==> src/sv/tkst_pkg.sv <==
package tkst_pkg;

    // Table geometry.
    localparam int TABLE_SIZE = 10;
    localparam int IDX_W      = $clog2(TABLE_SIZE + 1);
    localparam int RANK_W     = 6;

    // Input operation codes.
    localparam logic OP_CHECK = 1'b0;
    localparam logic OP_READ  = 1'b1;

    // Result status codes.
    typedef enum logic [2:0] {
        STAT_IGNORED  = 3'd0,
        STAT_INSERTED = 3'd1,
        STAT_UPDATED  = 3'd2,
        STAT_TOO_LOW  = 3'd3,
        STAT_ROW      = 3'd4
    } t_status;

    // Controller states.
    typedef enum logic [2:0] {
        ST_IDLE,
        ST_EVAL,
        ST_DELETE,
        ST_INSERT,
        ST_READ
    } t_state;

    // What every cell of the chain does in the current cycle.
    typedef enum logic [1:0] {
        CM_HOLD,
        CM_DELETE,
        CM_INSERT,
        CM_ROTATE
    } t_cell_mode;

    // One table entry as held by a cell.
    typedef struct packed {
        logic               used;
        logic [30:0]        id;
        logic signed [31:0] score;
        logic [63:0]        name;
    } t_entry;

    // Command broadcast from the controller to all cells.
    typedef struct packed {
        t_cell_mode         mode;
        logic [IDX_W-1:0]   idx;
        logic [30:0]        id;
        logic signed [31:0] score;
        logic [63:0]        name;
    } t_cell_cmd;

endpackage

==> src/sv/top_k_score_table_unit.sv <==
// Ranked score table of TABLE_SIZE entries held in a chain of cells.
// Input: an item transfers at a clock edge with start high and busy low.
// A check item (op 0) offers a score for a player; a read item (op 1)
// lists the table in rank order.
// Output: each result is on the o_ ports for one cycle with o_valid high;
// o_last marks the final result of an item. The receiver cannot stall.
// Sequence after the transfer edge: every item first spends an evaluation
// state. An ignored or too-low check registers its result out of that state;
// an insertion passes through the insert state, and an update first through a
// delete state that removes the old entry from the chain before re-inserting
// it. A read then rotates the chain once per cycle until it has turned fully,
// showing one row per cycle in rank order from the head cell; busy stays high
// through the evaluation state and the full turn. A read of an empty table
// does not rotate and shows a single row with o_row_valid low.
// Busy drops in the cycle the final result is shown, so the next item can
// transfer then, except after a read of a partly filled table, where busy
// stays high until the chain has turned fully.
// Reset clears the used flags and leaves the table empty.
module top_k_score_table_unit
    import tkst_pkg::*;
(
    input  logic               i_clk,
    input  logic               i_rst_n,
    input  logic               start,
    output logic               busy,
    input  logic               i_op,
    input  logic [30:0]        i_player_id,
    input  logic signed [31:0] i_score,
    input  logic [63:0]        i_name_tag,
    input  logic               i_name_present,
    output logic               o_valid,
    output logic [2:0]         o_status,
    output logic [RANK_W-1:0]  o_rank,
    output logic               o_row_valid,
    output logic [30:0]        o_row_id,
    output logic signed [31:0] o_row_score,
    output logic [63:0]        o_row_name_tag,
    output logic               o_last
);

    t_entry                w_entries [TABLE_SIZE];
    logic [TABLE_SIZE-1:0] w_before;
    logic [TABLE_SIZE-1:0] w_match;
    logic [TABLE_SIZE-1:0] w_used;
    t_cell_cmd             w_cmd;
    t_entry                w_row;

    // Chain of cells; each sees its neighbors above and below.
    for (genvar k = 0; k < TABLE_SIZE; k++) begin : g_cell
        t_entry w_prev;
        t_entry w_next;
        logic   w_prev_before;

        if (k == 0) begin : g_head
            assign w_prev        = '0;
            assign w_prev_before = 1'b1;
        end else begin : g_body
            assign w_prev        = w_entries[k-1];
            assign w_prev_before = w_before[k-1];
        end

        if (k == TABLE_SIZE - 1) begin : g_tail
            assign w_next = (w_cmd.mode == CM_ROTATE) ? w_entries[0] : '0;
        end else begin : g_link
            assign w_next = w_entries[k+1];
        end

        tkst_cell u_cell (
            .i_clk         (i_clk),
            .i_rst_n       (i_rst_n),
            .i_pos         (IDX_W'(k)),
            .i_cmd         (w_cmd),
            .i_prev_before (w_prev_before),
            .i_prev        (w_prev),
            .i_next        (w_next),
            .o_entry       (w_entries[k]),
            .o_before      (w_before[k]),
            .o_match       (w_match[k])
        );

        assign w_used[k] = w_entries[k].used;
    end

    // Sequencing and result register.
    tkst_ctrl u_ctrl (
        .i_clk          (i_clk),
        .i_rst_n        (i_rst_n),
        .start          (start),
        .busy           (busy),
        .i_op           (i_op),
        .i_player_id    (i_player_id),
        .i_score        (i_score),
        .i_name_tag     (i_name_tag),
        .i_name_present (i_name_present),
        .i_entries      (w_entries),
        .i_match        (w_match),
        .o_cmd          (w_cmd),
        .o_valid        (o_valid),
        .o_status       (o_status),
        .o_rank         (o_rank),
        .o_row          (w_row),
        .o_last         (o_last)
    );

    assign o_row_valid    = w_row.used;
    assign o_row_id       = w_row.id;
    assign o_row_score    = w_row.score;
    assign o_row_name_tag = w_row.name;

`ifndef SYNTHESIS
    // While idle, used slots form a packed prefix of the chain.
    a_used_packed: assert property (@(posedge i_clk) disable iff (!i_rst_n)
        !busy |-> ((w_used & (w_used + TABLE_SIZE'(1))) == '0))
        else $error("used slots are not packed");

    // A player id is held by at most one slot.
    a_match_unique: assert property (@(posedge i_clk) disable iff (!i_rst_n)
        $onehot0(w_match))
        else $error("player id held by more than one slot");

    // A result only follows a cycle of work.
    a_valid_after_busy: assert property (@(posedge i_clk) disable iff (!i_rst_n)
        o_valid |-> $past(busy))
        else $error("result without work in progress");

    // The rows of a read come in consecutive cycles.
    a_rows_contiguous: assert property (@(posedge i_clk) disable iff (!i_rst_n)
        (o_valid && !o_last) |=> o_valid)
        else $error("gap inside a multi-row result");

    // The final result of one item is never directly followed by another.
    a_gap_after_last: assert property (@(posedge i_clk) disable iff (!i_rst_n)
        (o_valid && o_last) |=> !o_valid)
        else $error("result directly after a final result");
`endif

endmodule

==> src/sv/tkst_cell.sv <==
module tkst_cell
    import tkst_pkg::*;
(
    input  logic             i_clk,
    input  logic             i_rst_n,
    input  logic [IDX_W-1:0] i_pos,
    input  t_cell_cmd        i_cmd,
    input  logic             i_prev_before,
    input  t_entry           i_prev,
    input  t_entry           i_next,
    output t_entry           o_entry,
    output logic             o_before,
    output logic             o_match
);

    t_entry r_entry;
    t_entry n_entry;
    logic   w_before;

    // An entry ranks ahead of the incoming one. Entries that sat above the
    // updated slot win ties; entries that sat below it lose them.
    always_comb begin
        if (i_pos < i_cmd.idx) begin
            w_before = r_entry.used && (r_entry.score >= i_cmd.score);
        end else begin
            w_before = r_entry.used && (r_entry.score > i_cmd.score);
        end
    end

    // Next content of the cell from its own entry and its neighbors.
    always_comb begin
        n_entry = r_entry;
        case (i_cmd.mode)
            CM_HOLD: begin
                n_entry = r_entry;
            end
            CM_DELETE: begin
                if (i_pos >= i_cmd.idx) begin
                    n_entry = i_next;
                end
            end
            CM_INSERT: begin
                if (w_before) begin
                    n_entry = r_entry;
                end else if (i_prev_before) begin
                    n_entry.used  = 1'b1;
                    n_entry.id    = i_cmd.id;
                    n_entry.score = i_cmd.score;
                    n_entry.name  = i_cmd.name;
                end else begin
                    n_entry = i_prev;
                end
            end
            CM_ROTATE: begin
                n_entry = i_next;
            end
            default: begin
                n_entry = r_entry;
            end
        endcase
    end

    // Only the used flag is cleared at reset.
    always_ff @(posedge i_clk) begin
        if (!i_rst_n) begin
            r_entry.used <= 1'b0;
        end else begin
            r_entry.used <= n_entry.used;
        end
        r_entry.id    <= n_entry.id;
        r_entry.score <= n_entry.score;
        r_entry.name  <= n_entry.name;
    end

    assign o_entry  = r_entry;
    assign o_before = w_before;
    assign o_match  = r_entry.used && (r_entry.id == i_cmd.id);

endmodule

==> src/sv/tkst_ctrl.sv <==
module tkst_ctrl
    import tkst_pkg::*;
(
    input  logic               i_clk,
    input  logic               i_rst_n,
    input  logic               start,
    output logic               busy,
    input  logic               i_op,
    input  logic [30:0]        i_player_id,
    input  logic signed [31:0] i_score,
    input  logic [63:0]        i_name_tag,
    input  logic               i_name_present,
    input  t_entry             i_entries [TABLE_SIZE],
    input  logic [TABLE_SIZE-1:0] i_match,
    output t_cell_cmd          o_cmd,
    output logic               o_valid,
    output logic [2:0]         o_status,
    output logic [RANK_W-1:0]  o_rank,
    output t_entry             o_row,
    output logic               o_last
);

    t_state             r_state;
    t_state             n_state;
    logic [IDX_W-1:0]   r_cnt;
    logic [IDX_W-1:0]   n_cnt;
    logic [IDX_W-1:0]   r_idx;
    logic [IDX_W-1:0]   n_idx;
    logic               r_op;
    logic [30:0]        r_id;
    logic signed [31:0] r_score;
    logic [63:0]        r_name;
    logic               r_present;
    logic               r_valid;
    logic               n_valid;
    t_status            r_status;
    t_status            n_status;
    logic [RANK_W-1:0]  r_rank;
    logic [RANK_W-1:0]  n_rank;
    t_entry             r_row;
    t_entry             n_row;
    logic               r_last;
    logic               n_last;
    logic [IDX_W-1:0]   w_fidx;
    logic [63:0]        w_fname;
    logic signed [31:0] w_lowest;
    logic               w_found;
    logic               w_full;
    logic               w_next_used;

    // Slot and name of the matching id, and score of the last used slot.
    always_comb begin
        w_fidx   = '0;
        w_fname  = '0;
        w_lowest = '0;
        for (int k = 0; k < TABLE_SIZE; k++) begin
            if (i_match[k]) begin
                w_fidx  = w_fidx | IDX_W'(k);
                w_fname = w_fname | i_entries[k].name;
            end
            if (i_entries[k].used &&
                ((k == TABLE_SIZE - 1) || !i_entries[(k + 1) % TABLE_SIZE].used)) begin
                w_lowest = w_lowest | i_entries[k].score;
            end
        end
    end

    assign w_found     = |i_match;
    assign w_full      = i_entries[TABLE_SIZE-1].used;
    assign w_next_used = (TABLE_SIZE > 1) ? i_entries[1 % TABLE_SIZE].used : 1'b0;

    // Next state, cell command and result.
    always_comb begin
        n_state      = r_state;
        n_cnt        = r_cnt;
        n_idx        = r_idx;
        n_valid      = 1'b0;
        n_status     = STAT_IGNORED;
        n_rank       = '0;
        n_row        = '0;
        n_last       = 1'b1;
        o_cmd.mode   = CM_HOLD;
        o_cmd.idx    = r_idx;
        o_cmd.id     = r_id;
        o_cmd.score  = r_score;
        o_cmd.name   = r_name;
        case (r_state)
            ST_IDLE: begin
                if (start) begin
                    n_state = ST_EVAL;
                end
            end
            ST_EVAL: begin
                if (r_op == OP_READ) begin
                    if (!i_entries[0].used) begin
                        n_valid  = 1'b1;
                        n_status = STAT_ROW;
                        n_state  = ST_IDLE;
                    end else begin
                        n_cnt   = '0;
                        n_state = ST_READ;
                    end
                end else if (!r_present) begin
                    n_valid  = 1'b1;
                    n_status = STAT_IGNORED;
                    n_state  = ST_IDLE;
                end else if (w_full && !(r_score > w_lowest)) begin
                    n_valid  = 1'b1;
                    n_status = STAT_TOO_LOW;
                    n_state  = ST_IDLE;
                end else if (w_found) begin
                    n_idx   = w_fidx;
                    n_state = ST_DELETE;
                end else begin
                    n_idx   = IDX_W'(TABLE_SIZE);
                    n_state = ST_INSERT;
                end
            end
            ST_DELETE: begin
                o_cmd.mode = CM_DELETE;
                n_state    = ST_INSERT;
            end
            ST_INSERT: begin
                o_cmd.mode = CM_INSERT;
                n_valid    = 1'b1;
                n_status   = (r_idx == IDX_W'(TABLE_SIZE)) ? STAT_INSERTED : STAT_UPDATED;
                n_state    = ST_IDLE;
            end
            ST_READ: begin
                // Cell 0 holds the entry of rank r_cnt; the chain rotates once
                // per cycle and is back in place after a full turn.
                o_cmd.mode = CM_ROTATE;
                if (i_entries[0].used) begin
                    n_valid  = 1'b1;
                    n_status = STAT_ROW;
                    n_rank   = RANK_W'(r_cnt);
                    n_row    = i_entries[0];
                    n_last   = (r_cnt == IDX_W'(TABLE_SIZE - 1)) || !w_next_used;
                end
                n_cnt = r_cnt + IDX_W'(1);
                if (r_cnt == IDX_W'(TABLE_SIZE - 1)) begin
                    n_state = ST_IDLE;
                end
            end
            default: begin
                n_state = ST_IDLE;
            end
        endcase
    end

    // Control registers.
    always_ff @(posedge i_clk) begin
        if (!i_rst_n) begin
            r_state <= ST_IDLE;
            r_valid <= 1'b0;
        end else begin
            r_state <= n_state;
            r_valid <= n_valid;
        end
    end

    // Item capture on transfer, working counters and result payload.
    always_ff @(posedge i_clk) begin
        if (r_state == ST_IDLE && start) begin
            r_op      <= i_op;
            r_id      <= i_player_id;
            r_score   <= i_score;
            r_name    <= i_name_tag;
            r_present <= i_name_present;
        end else if (n_state == ST_DELETE) begin
            // An update keeps the name of the stored entry.
            r_name    <= w_fname;
        end
        r_cnt <= n_cnt;
        r_idx <= n_idx;
        if (n_valid) begin
            r_status <= n_status;
            r_rank   <= n_rank;
            r_row    <= n_row;
            r_last   <= n_last;
        end
    end

    assign busy     = (r_state != ST_IDLE);
    assign o_valid  = r_valid;
    assign o_status = r_status;
    assign o_rank   = r_rank;
    assign o_row    = r_row;
    assign o_last   = r_last;

endmodule

==> config.mk <==
export PLATFORM = sky130hd
export DESIGN_NAME = top_k_score_table_unit
export DESIGN_NICKNAME = d
export VERILOG_FILES = /design/src/sv/tkst_pkg.sv /design/src/sv/top_k_score_table_unit.sv /design/src/sv/tkst_cell.sv /design/src/sv/tkst_ctrl.sv
export SDC_FILE = /design/constraint.sdc
export NUM_CORES = 2
export LEC_CHECK = 0
export BUFFER_PORTS_ARGS = -buffer_cell sky130_fd_sc_hd__buf_4
export CELL_PAD_IN_SITES_DETAIL_PLACEMENT = 1
export CELL_PAD_IN_SITES_GLOBAL_PLACEMENT = 1
export CORE_MARGIN = 8
export CORE_UTILIZATION = 50
export CTS_BUF_LIST = sky130_fd_sc_hd__clkbuf_2 sky130_fd_sc_hd__clkbuf_4 sky130_fd_sc_hd__clkbuf_8
export DETAILED_ROUTE_END_ITERATION = 12
export PLACE_DENSITY_LB_ADDON = 0.08
export RECOVER_POWER = 25
export SYNTH_ARGS = -nofsm -noshare
export SYNTH_HDL_FRONTEND = slang
export SYNTH_HIERARCHICAL = 1
export SYNTH_SLANG_ARGS = --single-unit
==> constraint.sdc <==
create_clock -name i_clk -period 15.94 [get_ports i_clk]
set_clock_uncertainty 0.1 [all_clocks]
set_input_delay 0.797 -clock i_clk [delete_from_list [all_inputs] [get_ports i_clk]]
set_output_delay 0.797 -clock i_clk [all_outputs]
set_load 0.05 [all_outputs]
==> results.py <==
metrics = {
    "status": {
        "status": "complete, but fails checks",
        "violations": "capacitance limit, slew limit",
    },
    "worst_hold_path": {
        "min_path_cells": 3,
        "hold_path_class": "in -> reg",
        "worst_hold_path.endpoint": "u_ctrl/r_name[63]",
        "worstHoldStart": "i_name_tag[63]",
    },
    "setup_path": {
        "crit_required_ns": 16.46,
        "r2r_start": "u_ctrl/r_state[1]",
        "start_kind": "flip-flop",
        "arrival_ns": 11.67,
        "r2r-end": "g_cell[0].u_cell/o_entry[83]",
        "r2r_cells": 7,
        "crit_fanout": 60,
        "end_kind": "flip-flop",
        "ff2ff_setup_slack_ns": 4.79,
        "path_class": "reg -> reg",
    },
    "grt": {
        "grt_pass1_wl_um": 558000,
        "grt_pass1_vias": 82800,
        "antenna_found_initial": 17,
        "grt_start_max_net_pins": 157,
        "grt_usage": 0.363,
        "grt-ovfl-total": 0,
    },
    "timing": {
        "slew_headroom": -2.62,
        "fmax_ghz": 0.0897,
        "tightest_slew_ns": 5.43,
        "hold_viol_final": 0,
        "hold_slack_ns": 0.0743,
        "slew_violations": 1103,
        "fin_crit_sh": 0.700,
        "period_needed_ns": 11.15,
        "setup_viol": 0,
        "grt_setup_unrepaired": "false",
        "fin_setup_tns_ns": 0,
    },
    "final_layout": {
        "fin_util": 0.557,
        "drive_gt1_frac": 0.0838,
        "area_delta_synth_final_pct": 11.3,
        "nNetsFinal": 9909,
    },
    "drt": {
        "firstDrtPassIters": 6,
        "vias_per_cell": 6.68,
        "antenna_left": 0,
        "dr_total_vias": 80800,
        "wl_um": 387000,
        "drt_iter0_drc": 9103,
        "drc": 0,
        "wl_per_cell_um": 32.0,
    },
    "synth": {
        "syn-cell-area_sq_um": 94900,
        "synthCells": 8976,
        "yosys_warnings": 6,
        "synth_area_per_cell_sq_um": 10.6,
    },
    "die": {
        "die_h_um": 452,
        "fp.dieW_um": 452,
        "io_pins": 272,
        "rows": 160,
        "start_util": 0.501,
        "fp.coreArea_sq_um": 189000,
        "dieArea_sq_um": 204000,
    },
    "clock_network": {
        "clk_path_buf_depth": 4,
        "cts_root_buffer": "clkbuf_8",
        "cts.sinks": 1557,
        "clkTransAtPathRegs_ns": 0.06,
        "cts_tree": "built",
        "numCtsBuffers": 300,
        "clkLatencyLatePin_ns": 1.05,
        "cts_max_level": 5,
    },
    "placement": {
        "place_congestion": 0.935,
        "io_buffers": 269,
        "dp_hpwl_um": 229000,
    },
    "power_and_ir_drop": {
        "leakage_nw": 39.9,
        "power.density_nw_per_um2": 105,
        "peakVddDrop_uv": 94.2,
    },
    "job": {
        "maxCapViolCount": 27,
    },
}
worst max-delay path: stages (launching register included):
cell	delay, ns
dfxtp_1	0.77
xnor2_1	0.22
nor2_4	0.16
clkbuf_1	2.19
clkbuf_1	2.58
nand2b_1	1.73
clkbuf_1	2.39
o21ai_0	0.40
report_power, final:
part	leakage [nW]	switching (mW)	internal (mW)
clock	2.87	1.82	2.02
combinational	22.7	1.46	0.810
sequential	14.3	0.240	4.72
per-layer routing:
| metal | track usage | vias to the layer above | routed length, um |
|---|---|---|---|
| li1 | - | 34000 | - |
| met1 | 0.485 | 41000 | 154000 |
| met2 | 0.568 | 4700 | 174000 |
| met3 | 0.0658 | 1165 | 36800 |
| met4 | 0.187 | 0 | 22300 |
| met5 | 0 | - | 0 |
cell usage in the layout (no fill, tap or decap), types with 14 or more instances in the layout:
cell type      count
a21o_1            23
a21oi_1          165
a221oi_1         192
a22o_1           130
a22oi_1          160
a31oi_1           70
and2_0            97
and2_1            39
and3_1           138
and3_2            21
and4_1            25
buf_12            16
buf_4            194
clkbuf_1         169
clkbuf_4         147
clkbuf_8         308
clkinv_1          68
clkinv_2          20
conb_1           172
dlygate4sd3_1    100
edfxtp_1        1543
ha_1             394
inv_1            397
mux2i_1         1270
nand2_1         1413
nand2b_1          17
nand3_1           31
nand4_1          112
nor2_1           113
nor2b_1           15
nor3_1            23
nor4_1            69
nor4_2            14
o211ai_1          26
o21a_1            28
o21ai_0          913
o21ai_1          431
xnor2_1           72
xor2_1           241
worst max-delay path by stage:
stage / startpoint / endpoint / slack (ns) / cells past startpoint
floorplan: g_cell[5].u_cell/o_entry[127] / u_ctrl/o_last / 2.66 / 13
global placement: g_cell[2].u_cell/o_entry[127] / u_ctrl/r_name[50] / 9.94 / 14
detailed placement: g_cell[2].u_cell/o_entry[127] / u_ctrl/r_name[50] / 9.83 / 14
CTS: g_cell[2].u_cell/o_entry[127] / u_ctrl/r_name[51] / 9.86 / 14
global route: u_ctrl/r_state[1] / g_cell[0].u_cell/o_entry[83] / 4.91 / 7
finish: u_ctrl/r_state[1] / g_cell[0].u_cell/o_entry[83] / 4.79 / 7
through the flow:
stage / setup slack (ns) / total power, mW / area (sq um) / instances
finish: 4.79 / 11.1 / 106000 / 12100
global route: 4.91 / 11.4 / 106000 / 12100
CTS: 9.86 / 11.1 / 106000 / 12100
detailed placement: 9.83 / 7.23 / 99900 / 11500
global placement: 9.94 / 7.14 / 99900 / 11500
floorplan: 2.66 / 6.44 / 95500 / 9145
registers in the layout, summed over array words and instances, names as in the netlist, 3 cells and up:
name and flops:
g_cell.u_cell/o_entry 1280, u_ctrl/o_rank 4, u_ctrl/o_row 128, u_ctrl/o_status 3
u_ctrl/r_cnt 4, u_ctrl/r_id 31, u_ctrl/r_idx 4, u_ctrl/r_name 64
u_ctrl/r_score 32, u_ctrl/r_state 3
layout make-up:
class                      instances  area, sq um
fill                           20600        83800
sequential                      1557        46600
multi-input combinational       6596        45100
clock buffer                     404         4960
timing repair buffer             530         3790
tap                             2511         3140
inverter                         398         1500
clock inverter                    97          449
antenna                            8         20.0
timing repair:
item | 4_1_cts | 5_1_grt
hold endpoints to repair | 100 | 0
gates resized for setup | 0 | 0
hold buffers | 100 | 0
buffers inserted | 0 | 0
(Power assumes the default switching activity.)
